$ cat src/rtl/core/atas_pkg.sv
// Shared types, constants and the arctangent table for the tilt-angle smoother.
`timescale 1ns / 1ps
package atas_pkg;

    localparam int SAMPLE_WIDTH_DEF = 16;
    localparam int CORDIC_STEPS_DEF = 16;
    localparam int STATE_W          = 24;
    localparam int STATE_SHIFT      = 7;
    localparam int ANGLE_W          = 15;
    localparam int TABLE_LEN        = 24;
    localparam int IDX_W            = 5;
    localparam int SQ_W             = 48;
    localparam int CX_W             = 28;
    localparam int CZ_W             = 25;
    localparam logic [15:0] WEIGHT_ONE   = 16'd32768;
    localparam logic [15:0] WEIGHT_RESET = 16'd6554;
    localparam int ANGLE_LIMIT      = 11520;

    // Register indexes on the configuration port
    localparam logic [1:0] REG_WEIGHT   = 2'd0;
    localparam logic [1:0] REG_OFFSET_X = 2'd1;
    localparam logic [1:0] REG_OFFSET_Y = 2'd2;
    localparam logic [1:0] REG_OFFSET_Z = 2'd3;

    typedef enum logic [1:0] {
        TS_IDLE,
        TS_MUL,
        TS_UPD,
        TS_GO
    } t_top_state;

    typedef enum logic [2:0] {
        LS_IDLE,
        LS_SQR,
        LS_SUM,
        LS_ROOT,
        LS_ROT,
        LS_FIN
    } t_lane_state;

    typedef struct packed {
        logic                      done;
        logic signed [ANGLE_W-1:0] angle;
    } t_lane_stat;

    // atan(2^-i) in units of 2^-16 degree
    function automatic logic [21:0] atan_deg16(input logic [IDX_W-1:0] idx);
        logic [21:0] v;
        unique case (idx)
            5'd0:    v = 22'd2949120;
            5'd1:    v = 22'd1740967;
            5'd2:    v = 22'd919879;
            5'd3:    v = 22'd466945;
            5'd4:    v = 22'd234379;
            5'd5:    v = 22'd117304;
            5'd6:    v = 22'd58666;
            5'd7:    v = 22'd29335;
            5'd8:    v = 22'd14668;
            5'd9:    v = 22'd7334;
            5'd10:   v = 22'd3667;
            5'd11:   v = 22'd1833;
            5'd12:   v = 22'd917;
            5'd13:   v = 22'd458;
            5'd14:   v = 22'd229;
            5'd15:   v = 22'd115;
            5'd16:   v = 22'd57;
            5'd17:   v = 22'd29;
            5'd18:   v = 22'd14;
            5'd19:   v = 22'd7;
            5'd20:   v = 22'd4;
            5'd21:   v = 22'd2;
            5'd22:   v = 22'd1;
            default: v = 22'd0;
        endcase
        return v;
    endfunction

endpackage

$ cat src/rtl/core/atas_tilt.sv
// One tilt lane: sum of squares, iterative square root, CORDIC arctangent.
`timescale 1ns / 1ps
module atas_tilt
    import atas_pkg::*;
#(
    parameter int CORDIC_STEPS = CORDIC_STEPS_DEF
) (
    input  logic                      i_clk,
    input  logic                      i_rst_n,
    input  logic                      i_start,
    input  logic signed [STATE_W-1:0] i_a,
    input  logic signed [STATE_W-1:0] i_b,
    input  logic signed [STATE_W-1:0] i_c,
    output t_lane_stat                o_stat
);

    localparam int EFF_STEPS = (CORDIC_STEPS > TABLE_LEN) ? TABLE_LEN : CORDIC_STEPS;

    t_lane_state r_state, n_state;

    logic signed [STATE_W-1:0] r_a, r_b, r_c;
    logic        [SQ_W-1:0]    r_bb, r_cc;
    logic        [SQ_W-1:0]    r_v, r_res, r_bit;
    logic signed [CX_W-1:0]    r_x, r_y;
    logic signed [CZ_W-1:0]    r_z;
    logic        [IDX_W-1:0]   r_i;
    logic                      r_done;
    logic signed [ANGLE_W-1:0] r_angle;

    logic        [SQ_W-1:0]    trial;
    logic signed [CX_W-1:0]    xs, ys;
    logic signed [CZ_W-1:0]    tz;
    logic signed [CZ_W:0]      zr;
    logic signed [CZ_W-9:0]    zq;
    logic signed [ANGLE_W-1:0] fin_angle;

    always_comb begin
        trial = r_res + r_bit;
        xs    = r_x >>> r_i;
        ys    = r_y >>> r_i;
        tz    = CZ_W'(atan_deg16(r_i));
        zr    = (CZ_W+1)'(r_z) + (CZ_W+1)'(256);
        zq    = (CZ_W-8)'(zr >>> 9);
        if (zq > (CZ_W-8)'(ANGLE_LIMIT)) begin
            fin_angle = ANGLE_W'(ANGLE_LIMIT);
        end else if (zq < -(CZ_W-8)'(ANGLE_LIMIT)) begin
            fin_angle = -ANGLE_W'(ANGLE_LIMIT);
        end else begin
            fin_angle = zq[ANGLE_W-1:0];
        end
    end

    // Sequencer
    always_comb begin
        n_state = r_state;
        unique case (r_state)
            LS_IDLE: if (i_start) n_state = LS_SQR;
            LS_SQR:  n_state = LS_SUM;
            LS_SUM:  n_state = LS_ROOT;
            LS_ROOT: begin
                if (r_bit == '0) begin
                    if (r_a == '0 || r_res == '0) begin
                        n_state = LS_IDLE;
                    end else begin
                        n_state = LS_ROT;
                    end
                end
            end
            LS_ROT:  if (r_i == IDX_W'(EFF_STEPS - 1)) n_state = LS_FIN;
            LS_FIN:  n_state = LS_IDLE;
            default: n_state = LS_IDLE;
        endcase
    end

    always_ff @(posedge i_clk) begin
        if (!i_rst_n) begin
            r_state <= LS_IDLE;
            r_done  <= 1'b0;
        end else begin
            r_state <= n_state;
            if (i_start) begin
                r_done <= 1'b0;
            end else if ((r_state == LS_ROOT || r_state == LS_FIN) && n_state == LS_IDLE) begin
                r_done <= 1'b1;
            end
        end
    end

    // Datapath
    always_ff @(posedge i_clk) begin
        unique case (r_state)
            LS_IDLE: begin
                r_a <= i_a;
                r_b <= i_b;
                r_c <= i_c;
            end
            LS_SQR: begin
                r_bb <= SQ_W'(r_b * r_b);
                r_cc <= SQ_W'(r_c * r_c);
            end
            LS_SUM: begin
                r_v   <= r_bb + r_cc;
                r_res <= '0;
                r_bit <= SQ_W'(1) << (SQ_W - 2);
            end
            LS_ROOT: begin
                if (r_bit != '0) begin
                    if (r_v >= trial) begin
                        r_v   <= r_v - trial;
                        r_res <= (r_res >> 1) + r_bit;
                    end else begin
                        r_res <= r_res >> 1;
                    end
                    r_bit <= r_bit >> 2;
                end else begin
                    // root finished: handle the degenerate cases here
                    r_x <= CX_W'(r_res);
                    r_y <= CX_W'(r_a);
                    r_z <= '0;
                    r_i <= '0;
                    if (r_a == '0) begin
                        r_angle <= '0;
                    end else if (r_res == '0) begin
                        r_angle <= r_a[STATE_W-1] ? -ANGLE_W'(ANGLE_LIMIT)
                                                  : ANGLE_W'(ANGLE_LIMIT);
                    end
                end
            end
            LS_ROT: begin
                if (!r_y[CX_W-1]) begin
                    r_x <= r_x + ys;
                    r_y <= r_y - xs;
                    r_z <= r_z + tz;
                end else begin
                    r_x <= r_x - ys;
                    r_y <= r_y + xs;
                    r_z <= r_z - tz;
                end
                r_i <= r_i + 1'b1;
            end
            LS_FIN:  r_angle <= fin_angle;
            default: ;
        endcase
    end

    assign o_stat.done  = r_done;
    assign o_stat.angle = r_angle;

endmodule
$ cat config.mk
export PLATFORM = sky130hd
export DESIGN_NAME = atas_tilt
export DESIGN_NICKNAME = d
export VERILOG_FILES = /design/src/rtl/core/atas_pkg.sv /design/src/rtl/core/atas_tilt.sv
export SDC_FILE = /design/constraint.sdc
export NUM_CORES = 2
export LEC_CHECK = 0
export BUFFER_PORTS_ARGS = -buffer_cell sky130_fd_sc_hd__buf_4
export CAP_MARGIN = 5
export CORE_MARGIN = 3
export CORE_UTILIZATION = 60
export CTS_CLUSTER_DIAMETER = 30
export DETAILED_ROUTE_END_ITERATION = 12
export HOLD_SLACK_MARGIN = 0.12
export PLACE_DENSITY = 0.83
export SYNTH_ARGS = -nofsm -noshare
export SYNTH_HDL_FRONTEND = slang
export SYNTH_SLANG_ARGS = --single-unit
$ cat constraint.sdc
create_clock -name i_clk -period 12.7 [get_ports i_clk]
set_clock_uncertainty 0.2 [all_clocks]
set_input_delay 1.27 -clock i_clk [delete_from_list [all_inputs] [get_ports i_clk]]
set_output_delay 1.27 -clock i_clk [all_outputs]
set_load 0.05 [all_outputs]
==> flow_metrics.tcl <==
set metrics [dict create \
    dp_hpwl_microns 135000 \
    synth_warnings 0 \
    reg2reg_depth 27 \
    cap_violations 0 \
    io-pin-count 91 \
    netlist_top_cells_count "inv_1 (1365), fa_1 (1115), nand2_1 (686)" \
    status "finished, final reports clean" \
    fmax_ghz 0.115 \
    die_x_microns 346 \
    numCtsBuffers 110 \
    required_ns 12.93 \
    netlist_instances 7268 \
    htree_levels 3 \
    synth-edff-count 387 \
    syn_avg_cell_area_sq_um 9.56 \
    setup_viol 0 \
    max-slew-margin-rel 0.200 \
    drt_iter0_drc 4282 \
    clock-sinks 413 \
    maxSlewViolCount 0 \
    hold_violations 0 \
    gp_congestion 0.958 \
    startpoint_type "flop" \
    cts_resized 0 \
    hold_buffers 0 \
    cp.arrival_ns 8.92 \
    hp-class "reg2reg" \
    first_pass_iters 6 \
    die-area_sq_mm 0.120 \
    synth_area_leaders "fa_1 (32%), edfxtp_1 (17%), ha_1 (9.4%)" \
    cts-root-buf "clkbuf_16" \
    vias_per_cell 5.92 \
    cts_buffer_depth 3 \
    place_area_sq_mm 0.0714 \
    ant_nets 0 \
    cts_tree "yes" \
    min_path_cells 2 \
    yosys.area.top_type "fa_1" \
    drive_gt1_frac 0.0666 \
    grt_pass1_vias 56300 \
    critical-path-max-stage-delay_ns 0.98 \
    async_flop_share 0 \
    antenna_found_initial 1 \
    synthFlopType "edfxtp_1" \
    crit_type "reg2reg" \
    routedWlPerCell_microns 19.6 \
    critPathSlowestCell "edfxtp_1" \
    cp-end-kind "flop" \
    rsz0062_at_grt "false" \
    clk_pin_slew_ns 0.05 \
    finalInstanceArea_sq_mm 0.0753 \
    min_period_ns 8.69 \
    yosysUniqueCellTypes 98 \
    yosysSeqAreaShare 0.175 \
    tightestPinTransition_ns 1.20 \
    initial_core_util 0.606 \
    grt_start_max_net_pins 86 \
    syn-num-nets 8982 \
    grt_util_all_layers 0.297 \
    rows 124 \
    coreArea_sq_mm 0.115 \
    clock_latency_ns 0.72 \
    rrSetupSlack_ns 4.01 \
    vias 52500 \
    finalCritPeriodShare 0.684 \
    synth-seq-cells 413 \
    final_nets 8979 \
    fin_setup_tns_ns 0 \
    grt_overflow 0 \
    grt_pass1_wl_microns 287000 \
    wl_microns 174000 \
    yosysMostFrequentCell "inv_1" \
    port_buffers 90 \
    synth_area_sq_mm 0.0695 \
    area.growth.synth_to_final_pct 8.42 \
    post_cts_buffers 0 \
    yosysTopAreaCellShare 0.321 \
    drc 0 \
    path_max_fanout 22 \
    dieHeight_microns 346 \
]
cell usage in the layout (no fill, tap or decap), types with 54 or more instances in the layout:
master and n:
mux4_2 56, buf_4 143, a31oi_1 77, xnor2_1 239, mux2i_1 54, nor3_1 61, a21oi_1 327, xor2_1 186
o21ai_0 247, nand2_1 685, and2_1 258, fa_1 1115, ha_1 524, clkbuf_16 115, nor2_1 401, a21o_1 151
edfxtp_1 387, inv_1 1364, nand3_1 78, nand2b_1 55, nor2b_1 85
critical path: cells and delay by family (launching register included):
kind	cells	cell delay (ns)
simple gates	5	1.10
compound gates	6	1.30
flops	1	0.98
fa+ha+maj	8	3.85
buf+inv	7	0.85
xor+xnor	1	0.15
path summary, 6_finish.rpt:
| path | startpoint | endpoint |
|---|---|---|
| worst max-delay path | r_b[21] | r_bb[42] |
| worst min-delay path | r_done | r_done |
| worst max register to register | r_b[21] | r_bb[42] |
| worst min register to register | r_done | r_done |
cells by family after synthesis:
group / after synthesis / synth area share
flip-flops: 413 / 0.175
AO/OA/AOI/OAI: 1182 / 0.108
adder cells (fa/ha/maj): 1639 / 0.416
multiplexers: 149 / 0.0331
buffers and inverters: 1626 / 0.0892
AND/OR/NAND/NOR: 1834 / 0.125
XOR/XNOR: 425 / 0.0536
flip-flops by register name, summed over array words and instances, names as in the netlist, 22 cells and up:
signal and flops:
r_c 24, r_bit 24, r_x 28, r_v 48
r_cc 47, r_b 24, r_y 28, r_a 24
r_bb 47, tz 22, r_z 25, r_res 48
layout make-up:
| class | instances | area (sq um) |
|---|---|---|
| Multi-Input combinational cell | 5229 | 51200 |
| Fill cell | 8681 | 39300 |
| Sequential cell | 413 | 12100 |
| Inverter | 1368 | 5140 |
| Clock buffer | 126 | 2950 |
| Tap cell | 1512 | 1890 |
| Timing Repair Buffer | 143 | 1070 |
| Clock inverter | 81 | 938 |
| Antenna cell | 1 | 2.50 |
routing by layer:
metal / global-route usage / share of wire / vias up
met5: 0 / 0 / -
met4: 0.142 / 0.053 / 0
met3: 0.0454 / 0.067 / 554
met2: 0.516 / 0.50 / 2088
met1: 0.363 / 0.38 / 26100
li1: - / - / 23700
metrics by stage:
stage / hold WS (ns) / setup WS (ns) / utilization / std cells
3_3_place_gp: 0.288 / 4.29 / 0.623 / 8665
6_report: 0.339 / 4.01 / 0.657 / 8873
4_1_cts: 0.339 / 4.10 / 0.657 / 8872
5_1_grt: 0.357 / 3.59 / 0.657 / 8872
2_1_floorplan: 0.273 / 4.09 / - / 7268
3_5_place_dp: 0.319 / 4.11 / 0.623 / 8665
Power is left out: the tool's default activity adds up to more than one toggle a clock period on the data nets, which glitch-free logic cannot reach.
