<file path="config.mk">
export PLATFORM = sky130hd
export DESIGN_NAME = atas_smooth
export DESIGN_NICKNAME = d
export VERILOG_FILES = /design/src/rtl/core/atas_pkg.sv /design/src/rtl/core/atas_smooth.sv
export SDC_FILE = /design/constraint.sdc
export NUM_CORES = 1
export LEC_CHECK = 0
export ABC_AREA = 1
export BUFFER_PORTS_ARGS = -buffer_cell sky130_fd_sc_hd__buf_2
export CORE_UTILIZATION = 40
export CTS_BUF_LIST = sky130_fd_sc_hd__clkbuf_2
export CTS_CLUSTER_DIAMETER = 80
export DETAILED_ROUTE_END_ITERATION = 16
export HOLD_SLACK_MARGIN = 0.08
export PLACE_DENSITY = 0.58
export SLEW_MARGIN = 40
export SYNTH_ARGS = -nofsm -noshare
export SYNTH_HDL_FRONTEND = slang
export SYNTH_SLANG_ARGS = --single-unit
</file>
<file path="constraint.sdc">
create_clock -name i_clk -period 13.45 [get_ports i_clk]
set_input_delay 1.345 -clock i_clk [delete_from_list [all_inputs] [get_ports i_clk]]
set_output_delay 1.345 -clock i_clk [all_outputs]
set_load 0.02 [all_outputs]
</file>
<file path="src/rtl/core/atas_pkg.sv">
// Shared types, constants and the arctangent table for the tilt-angle smoother.
`timescale 1ns / 1ps
package atas_pkg;

    localparam int SAMPLE_WIDTH_DEF = 16;
    localparam int CORDIC_STEPS_DEF = 16;
    localparam int STATE_W          = 24;
    localparam int STATE_SHIFT      = 7;
    localparam int ANGLE_W          = 15;
    localparam int TABLE_LEN        = 24;
    localparam int IDX_W            = 5;
    localparam int SQ_W             = 48;
    localparam int CX_W             = 28;
    localparam int CZ_W             = 25;
    localparam logic [15:0] WEIGHT_ONE   = 16'd32768;
    localparam logic [15:0] WEIGHT_RESET = 16'd6554;
    localparam int ANGLE_LIMIT      = 11520;

    // Register indexes on the configuration port
    localparam logic [1:0] REG_WEIGHT   = 2'd0;
    localparam logic [1:0] REG_OFFSET_X = 2'd1;
    localparam logic [1:0] REG_OFFSET_Y = 2'd2;
    localparam logic [1:0] REG_OFFSET_Z = 2'd3;

    typedef enum logic [1:0] {
        TS_IDLE,
        TS_MUL,
        TS_UPD,
        TS_GO
    } t_top_state;

    typedef enum logic [2:0] {
        LS_IDLE,
        LS_SQR,
        LS_SUM,
        LS_ROOT,
        LS_ROT,
        LS_FIN
    } t_lane_state;

    typedef struct packed {
        logic                      done;
        logic signed [ANGLE_W-1:0] angle;
    } t_lane_stat;

    // atan(2^-i) in units of 2^-16 degree
    function automatic logic [21:0] atan_deg16(input logic [IDX_W-1:0] idx);
        logic [21:0] v;
        unique case (idx)
            5'd0:    v = 22'd2949120;
            5'd1:    v = 22'd1740967;
            5'd2:    v = 22'd919879;
            5'd3:    v = 22'd466945;
            5'd4:    v = 22'd234379;
            5'd5:    v = 22'd117304;
            5'd6:    v = 22'd58666;
            5'd7:    v = 22'd29335;
            5'd8:    v = 22'd14668;
            5'd9:    v = 22'd7334;
            5'd10:   v = 22'd3667;
            5'd11:   v = 22'd1833;
            5'd12:   v = 22'd917;
            5'd13:   v = 22'd458;
            5'd14:   v = 22'd229;
            5'd15:   v = 22'd115;
            5'd16:   v = 22'd57;
            5'd17:   v = 22'd29;
            5'd18:   v = 22'd14;
            5'd19:   v = 22'd7;
            5'd20:   v = 22'd4;
            5'd21:   v = 22'd2;
            5'd22:   v = 22'd1;
            default: v = 22'd0;
        endcase
        return v;
    endfunction

endpackage

</file>
<file path="src/rtl/core/atas_smooth.sv">
// One axis of offset removal and exponential smoothing.
`timescale 1ns / 1ps
module atas_smooth
    import atas_pkg::*;
#(
    parameter int SAMPLE_WIDTH = SAMPLE_WIDTH_DEF
) (
    input  logic                           i_clk,
    input  logic                           i_rst_n,
    input  logic                           i_mul,
    input  logic                           i_upd,
    input  logic signed [SAMPLE_WIDTH-1:0] i_sample,
    input  logic signed [SAMPLE_WIDTH-1:0] i_offset,
    input  logic        [15:0]             i_weight,
    output logic signed [STATE_W-1:0]      o_state
);

    localparam int RW = SAMPLE_WIDTH + 1;
    localparam int TW = (SAMPLE_WIDTH + STATE_SHIFT + 1 > STATE_W + 1) ?
                        SAMPLE_WIDTH + STATE_SHIFT + 1 : STATE_W + 1;
    localparam int PW = 17 + STATE_W + 1;

    logic signed [STATE_W-1:0] r_state;
    logic signed [PW-1:0]      r_prod;

    logic signed [RW-1:0]      raw;
    logic signed [TW-1:0]      scaled;
    logic signed [STATE_W-1:0] target;
    logic signed [STATE_W:0]   diff;
    logic signed [PW:0]        rnd;
    logic signed [PW-15:0]     step;
    logic signed [PW-14:0]     sum;
    logic signed [STATE_W-1:0] n_state;

    // Offset removal, scaling and saturation to the state range
    always_comb begin
        raw    = RW'(i_sample) - RW'(i_offset);
        scaled = TW'(raw) <<< STATE_SHIFT;
        if (scaled > TW'(signed'(25'sd8388607))) begin
            target = 24'sh7FFFFF;
        end else if (scaled < TW'(signed'(-25'sd8388608))) begin
            target = 24'sh800000;
        end else begin
            target = scaled[STATE_W-1:0];
        end
        diff = (STATE_W+1)'(target) - (STATE_W+1)'(r_state);
    end

    // Rounded blend and clamp
    always_comb begin
        rnd  = (PW+1)'(r_prod) + (PW+1)'(16384);
        step = (PW-14)'(rnd >>> 15);
        sum  = (PW-13)'(r_state) + (PW-13)'(step);
        if (sum > (PW-13)'(signed'(25'sd8388607))) begin
            n_state = 24'sh7FFFFF;
        end else if (sum < (PW-13)'(signed'(-25'sd8388608))) begin
            n_state = 24'sh800000;
        end else begin
            n_state = sum[STATE_W-1:0];
        end
    end

    always_ff @(posedge i_clk) begin
        if (i_mul) begin
            r_prod <= signed'({1'b0, i_weight}) * diff;
        end
    end

    always_ff @(posedge i_clk) begin
        if (!i_rst_n) begin
            r_state <= '0;
        end else if (i_upd) begin
            r_state <= n_state;
        end
    end

    assign o_state = r_state;

endmodule

</file>
==> results of run 1 <==
## registers in the layout (all words and copies together), names as in the netlist
signal / flops
o_state: 24
r_prod: 28
## how the worst min path moves through the flow
stage          cells after the start          to
2_1_floorplan                      2  o_state[1]
3_3_place_gp                       2  o_state[1]
3_5_place_dp                       2  o_state[1]
4_1_cts                            2  o_state[1]
5_1_grt                            2  o_state[1]
6_report                           2  o_state[1]
## worst min-delay path: cells and delay by family, from the launching register on
| family | cells | cell delay [ps] |
|---|---|---|
| flops | 1 | 440 |
| simple gates | 1 | 90 |
| compound gates | 1 | 70 |
## through the flow
step / util [%] / instance area, sq um
after global placement: 42.5 / 21900
after CTS: 42.6 / 22000
after detailed placement: 42.5 / 21900
after floorplan: - / 20900
after global routing: 42.6 / 22000
final: 42.6 / 22000
## metal layers
layer | vias up | share of wire [%]
met4 | 0 | 3.0
met2 | 497 | 47
met1 | 8732 | 45
met3 | 87 | 5.6
li1 | 8317 | -
met5 | - | 0
## layout make-up
cell class / count / area share (%)
timing repair buffer: 83 / 1.98
clock inverter: 3 / 0.194
clock buffer: 5 / 0.114
tap: 680 / 3.87
sequential: 52 / 6.02
multi-input combinational: 1916 / 74.9
antenna: 1 / 0.0114
inverter: 753 / 12.9
## logic make-up (layout without fill, tap and decap cells)
| kind of cell | Yosys count | in the layout |
|---|---|---|
| adder cells (fa/ha/maj) | 550 | 550 |
| AND/OR/NAND/NOR | 993 | 993 |
| XOR/XNOR | 112 | 112 |
| buffers and inverters | 818 | 844 |
| other | 0 | 1 |
| flip-flops | 52 | 52 |
| AO/OA/AOI/OAI | 261 | 261 |
## cells in the mapped netlist, types with 7 or more instances
cell,count
a21o_1,7
a21oi_1,133
a31oi_1,16
buf_2,8
clkbuf_1,46
clkinv_1,12
dfxtp_1,24
edfxtp_1,28
fa_1,385
ha_1,165
inv_1,736
nand2_1,518
nand2_2,13
nand3_1,105
nand3_2,7
nand4_1,17
nor2_1,251
nor3_1,16
o21ai_0,71
or2_1,10
or2_2,33
xnor2_1,44
xor2_1,65
==> key figures, run 1 <==
Route
  – TritonRoute pass-1 iters: 5
  – Residual DRC: 0
  – Remaining antenna violation count: 0
  – WL per Instance: 18.0 um
  – DR iter-0 viols: 1019
  – Vias per Instance: 5.05
  – Final WL: 62800 um
  – Via count: around 18000

Yosys
  – Synth Area in Compound Gates: 6.87%
  – Post-Synth XOR/XNOR Area: just under 5%
  – Post-synthesis async set-or-reset flop share: 0%
  – Area contributors post-synth: fa_1 37%, inv_1 13%, ha_1 9.9%
  – Multiplexer share of the synthesized area: 0%
  – Net Count, Synth: 3388
  – Cell count after synthesis: 2786
  – Dominant cell type by area after synthesis: fa_1
  – Synth Register Bits: 52
  – Synth top area share: 36.9%
  – Synth Cell Area: 20900 sq um
  – Syn_area_per_cell: 7.50 sq um
  – Adder-Cell Fraction of Synth Area: 46.8%
  – Simple-gate area share of the yosys netlist: 20.2%
  – Number of flops mapped to enable cells by yosys: 28
  – Sequential fraction of the synthesis area: between 6 and 7%
  – Main synth FF type: edfxtp_1
  – Post-synth cell types: 52
  – Ys Warns: 0
  – Combinational family with the most area after synthesis: adder cells

CTS
  – Post-cts resize count: 0
  – Num CTS Buffers: 5
  – # hold bufs at CTS: 0
  – CTS tree: yes
  – Worst-Skew Late Latency: 480 ps
  – CTS Sinks: 52
  – CTS root buf: clkbuf_2
  – Post-CTS Setup Repair Bufs: 0
  – Clk buf depth: 2
  – Clk slew on worst S/H paths: about 300 ps
  – H-tree Lvls: 2

Floorplanning
  – Die extent in y: 231 um
  – Die Area: 53200 sq um
  – Initial Utilization: 40.6%
  – Die Span X: approximately 230 um
  – Rows: 83
  – Std-Cell Core Area: 51500 sq um
  – IO Pins: 76

Global routing
  – First-pass GRT wire length: 101000 um
  – Total congestion overflow: 0
  – Met1 usage: 32.5%
  – Layer with the highest usage: met2
  – GR Util All Layers: 24.3%
  – Initial antenna violation count: 1
  – GR Util met3: around 2.8%
  – Vias in the first global route: 18700
  – Largest net degree at the start of global routing: 29
  – Met2 usage: around 41%

STA
  – Setup violators final: 0
  – Post-route clock period utilization: about three quarters
  – Final min period: 10350 ps
  – Worst Skew: 43.7 ps
  – Fin worst setup slack: 3100 ps
  – Worst hold slack: a little under 600 ps
  – Worst slew margin: about 54%
  – Slew Limit Fails: 0
  – RSZ-0062 raised after global routing: no
  – Worst-Margin Slew: just under 700 ps
  – Fin. Hold Viols: 0
  – FMAX: about 0.097 GHz
  – Setup_tns: 0 ps

Placed design
  – GPL Wtd Cong: ~0.96
  – Cells after DPL: 3484
  – IO buf count: 75
  – Post-Place Setup Slack: 2650 ps
  – DP HPWL: 54000 um

Critical path
  – Required time at the worst-slack endpoint: roughly 14000 ps
  – Critical path origin: i_sample[0]
  – Most numerous cell on the critical path: inv_1
  – Critical path startpoint category: primary input
  – Sum of buffers and inverters on the critical path: 9
  – Crit Path Class: primary input to register
  – Cells on worst reg2reg path: 33
  – CP peak stage delay: 850 ps
  – Arrival @ worst endpoint: 10590 ps
  – Worst path slowest cell: fa_1
  – Flop-to-flop setup slack: 4880 ps
  – CP Capture Point: r_prod[39]
  – Crit Path Max Fanout: 13
  – Instance count on the critical path: 42
  – Reg2Reg Capture Point: r_prod[34]
  – Top Family by Delay on Critical Path: adder cells
  – Crit Reg-Reg Startpoint: o_state[0]
  – Crit end category: register

Final layout
  – Reg area: 1320 sq um
  – Fin cells: 3493
  – Commonest non-fill, non-tap cell in the layout: inv_1
  – Fill count: 5360
  – Share of layout cells above drive strength 1: 6.19%
  – Area Overhead vs Synth: 5.11%
  – Final net count: 3413
  – Most frequent cells in the layout: 735 x inv_1, 518 x nand2_1, 385 x fa_1
  – Multi-input gate area: 16500 sq um

Worst hold path
  – Hold crit path type: register to register
  – Worst Hold Launch: o_state[1]

Outcome
  – Outcome: finished clean

Job
  – Max-Cap Viols: 0
Power of run 1 is left out: the tool's default activity adds up to more than one toggle a clock period on the data nets, which glitch-free logic cannot reach.
==> run 2: changes to the inputs <==
- ABC_AREA: 1 -> 0
- clock period: 13.45 -> 10.1 ns (I/O delays scaled with it)
==> run 2 against run 1 <==
Largest cell class unchanged. The run now ends with DRC left. Area after synthesis fell by 8.3%. Routed wire length fell by 24%. Highest routed layer is now met5. Sequential cell count did not move. Setup slack got worse by 2600 ps. First-iteration DRC count fell by 36%. Non-clock buffer count rose by 154.
==> key figures, run 2 <==
Final layout
  – Top reg by flops: r_prod (unchanged)
  – Max reg flops: 28 (unchanged)
  – Share of layout cells above drive strength 1: 11.8% (was 6.19%)
  – Area Overhead vs Synth: 12.2% (was 5.11%)
  – Commonest non-fill, non-tap cell in the layout: inv_1 (unchanged)
  – Fill count: 4660 (was 5360)
  – Final net count: 3015 (was 3413)
  – Most frequent cells in the layout: 539 x inv_1, 383 x fa_1, 330 x nand2_1 (was 735 x inv_1, 518 x nand2_1, 385 x fa_1)

Critical path
  – CP Capture Point: r_prod[38] (was r_prod[39])
  – Crit end category: register (unchanged)
  – Crit Reg-Reg Startpoint: o_state[0] (unchanged)
  – Worst path slowest cell: fa_1 (unchanged)
  – Cells on worst reg2reg path: 35 (was 33)
  – Arrival @ worst endpoint: 9970 ps (was 10590 ps)
  – Critical path startpoint category: primary input (unchanged)
  – Crit Path Max Fanout: 6 (was 13)
  – Required time at the worst-slack endpoint: 10430 ps (was 13690 ps)
  – Crit Path Class: primary input to register (unchanged)
  – Critical path origin: i_offset[1] (was i_sample[0])
  – Flop-to-flop setup slack: 1480 ps (was 4880 ps)
  – CP peak stage delay: 600 ps (was 850 ps)
  – Reg2Reg Capture Point: r_prod[38] (was r_prod[34])

CTS
  – Num CTS Buffers: 5 (unchanged)
  – CTS tree: yes (unchanged)
  – H-tree Lvls: 2 (unchanged)
  – Clk buf depth: 2 (unchanged)
  – Clk slew on worst S/H paths: 290 ps (was 300 ps)
  – Worst-Skew Late Latency: 520 ps (was 480 ps)
  – # hold bufs at CTS: 0 (unchanged)
  – CTS Sinks: 52 (unchanged)
  – CTS root buf: clkbuf_2 (unchanged)

Floorplanning
  – Std-Cell Core Area: 47000 sq um (was 51500 sq um)
  – Die Span X: 221 um (was 231 um)
  – IO Pins: 76 (unchanged)
  – Die extent in y: 221 um (was 231 um)
  – Die Area: 48800 sq um (was 53200 sq um)
  – Rows: 79 (was 83)
  – Initial Utilization: 40.8% (was 40.6%)

Yosys
  – Post-Synth XOR/XNOR Area: 5.21% (was 4.80%)
  – Sequential fraction of the synthesis area: 6.89% (was 6.32%)
  – Combinational family with the most area after synthesis: adder cells (unchanged)
  – Commonest cells in the synthesized netlist: 539 x inv_1, 385 x fa_1, 330 x nand2_1 (was 736 x inv_1, 518 x nand2_1, 385 x fa_1)
  – Syn_area_per_cell: 8.56 sq um (was 7.50 sq um)
  – Cell with the most instances after synthesis: inv_1 (unchanged)
  – Multiplexer share of the synthesized area: 0.0522% (was 0%)
  – Area contributors post-synth: fa_1 40%, ha_1 11%, inv_1 11% (was fa_1 37%, inv_1 13%, ha_1 9.9%)
  – Post-synthesis async set-or-reset flop share: 0% (unchanged)
  – Main synth FF type: edfxtp_1 (unchanged)
  – Cell count after synthesis: 2238 (was 2786)
  – Synth Register Bits: 52 (unchanged)
  – Synth Cell Area: 19200 sq um (was 20900 sq um)
  – Net Count, Synth: 2840 (was 3388)
  – Adder-Cell Fraction of Synth Area: 51.1% (was 46.8%)
  – Simple-gate area share of the yosys netlist: 16.6% (was 20.2%)
  – Ys Warns: 0 (unchanged)
  – Dominant cell type by area after synthesis: fa_1 (unchanged)
  – Synth Area in Compound Gates: 8.06% (was 6.87%)
  – Synth top area share: 40.2% (was 36.9%)
  – Number of flops mapped to enable cells by yosys: 28 (unchanged)
  – Post-synth cell types: 75 (was 52)

Route
  – Final WL: 47400 um (was 62800 um)
  – Remaining antenna violation count: 0 (unchanged)
  – Vias per Instance: 5.01 (was 5.05)
  – Via count: 15100 (was 17600)
  – TritonRoute pass-1 iters: 13 (was 5)
  – Residual DRC: 4 (was 0)
  – WL per Instance: 15.7 um (was 18.0 um)
  – DR iter-0 viols: 654 (was 1019)

STA
  – Fin worst setup slack: 460 ps (was 3100 ps)
  – Fin. Hold Viols: 0 (unchanged)
  – Worst slew margin: 51.9% (was 53.9%)
  – Setup violators final: 0 (unchanged)
  – FMAX: roughly 0.10 GHz
  – Worst hold slack: 520 ps (was 592 ps)
  – Worst Skew: 21.8 ps (was 43.7 ps)
  – Worst-Margin Slew: 722 ps (was 691 ps)
  – Final min period: 9640 ps
  – Slew Limit Fails: 0 (unchanged)
  – Post-route clock period utilization: 95.4%

Worst hold path
  – Hold crit path type: register to register (unchanged)

Global routing
  – Largest net degree at the start of global routing: 29 (unchanged)
  – Vias in the first global route: 16800 (was 18700)
  – GR Util All Layers: 20.6% (was 24.3%)
  – First-pass GRT wire length: 82000 um (was 101000 um)
  – Initial antenna violation count: 2 (was 1)
  – Total congestion overflow: 0 (unchanged)

Placed design
  – IO buf count: 75 (unchanged)
  – Post-Place Setup Slack: -567 ps (was 2650 ps)
  – DP HPWL: 39800 um (was 54000 um)
  – GPL Wtd Cong: 0.883 (was 0.955)

Outcome
  – Failing checks: DRC
  – Outcome: complete, but fails checks (was finished clean)

Job
  – Max-Cap Viols: 0 (unchanged)
run 2: cell types whose count changed after synthesis, sizes merged, moves of 13 or more:
cell	before	now
nor2b	0	17
a21o	7	25
nor2	258	89
nand3	112	22
and3	0	15
a21oi	134	62
inv	741	539
nand2	531	330
xor2	67	25
o21ai	77	64
and2	0	155
or2	43	2
xnor2	45	89
run 2: what timing repair did:
| action | CTS | global route |
|---|---|---|
| hold endpoints to repair | 0 | 0 |
| setup buffers | 0 | 2 |
| setup endpoints to repair | 0 | 15 |
| resized for setup | 0 | 32 |
run 2: layout make-up:
class / instances / area, sq um / area share [%]
multi-input cells: 1578 / 15700 / 73.1
inverters: 539 / 2020 / 9.41
repair buffers: 237 / 1620 / 7.52
flip-flops and latches: 52 / 1320 / 6.15
well taps: 607 / 759 / 3.53
clock inverters: 2 / 35.0 / 0.163
clock buffers: 6 / 30.0 / 0.140
diodes: 1 / 2.50 / 0.0116
run 2: kinds of logic after synthesis:
family / after synthesis
simple gates: 679
buf+inv: 608
fa+ha+maj: 553
compound gates: 231
xor+xnor: 114
flops: 52
mux: 1
run 2: per-stage QoR:
stage          instances  setup TNS (ps)  util, %  instance area (sq um)
3_3_place_gp        3011           -2340     45.3                  21200
5_1_grt             3022           -15.3     45.8                  21500
4_1_cts             3019               0     45.4                  21300
3_5_place_dp        3011           -4800     45.3                  21300
2_1_floorplan       2238               0        -                  19200
6_report            3022               0     45.8                  21500
run 2: worst max-delay path: cells and delay by family:
kind	cells	cell delay (ps)
simple gates	4	730
compound gates	18	3170
fa+ha+maj	9	3950
buf+inv	11	1080
run 2: how the worst min path moves through the flow:
stage           startpoint          end  slack (ps)  cells after the start
2_1_floorplan  o_state[22]  o_state[22]         550                      2
3_3_place_gp   o_state[16]  o_state[16]         490                      2
3_5_place_dp   o_state[16]  o_state[16]         500                      2
4_1_cts        o_state[16]  o_state[16]         530                      2
5_1_grt        o_state[18]  o_state[18]         560                      2
6_report        o_state[9]   o_state[9]         520                      2
run 2: per-layer routing:
layer | global-route usage [%] | vias to the layer above | share of wire (%)
li1 | - | 7114 | -
met1 | 25.4 | 7700 | 42
met2 | 38.6 | 259 | 53
met3 | 1.62 | 71 | 2.8
met4 | 5.08 | 2 | 2.2
met5 | 0 | - | 0.027
Power of run 2 is left out for the same reason.
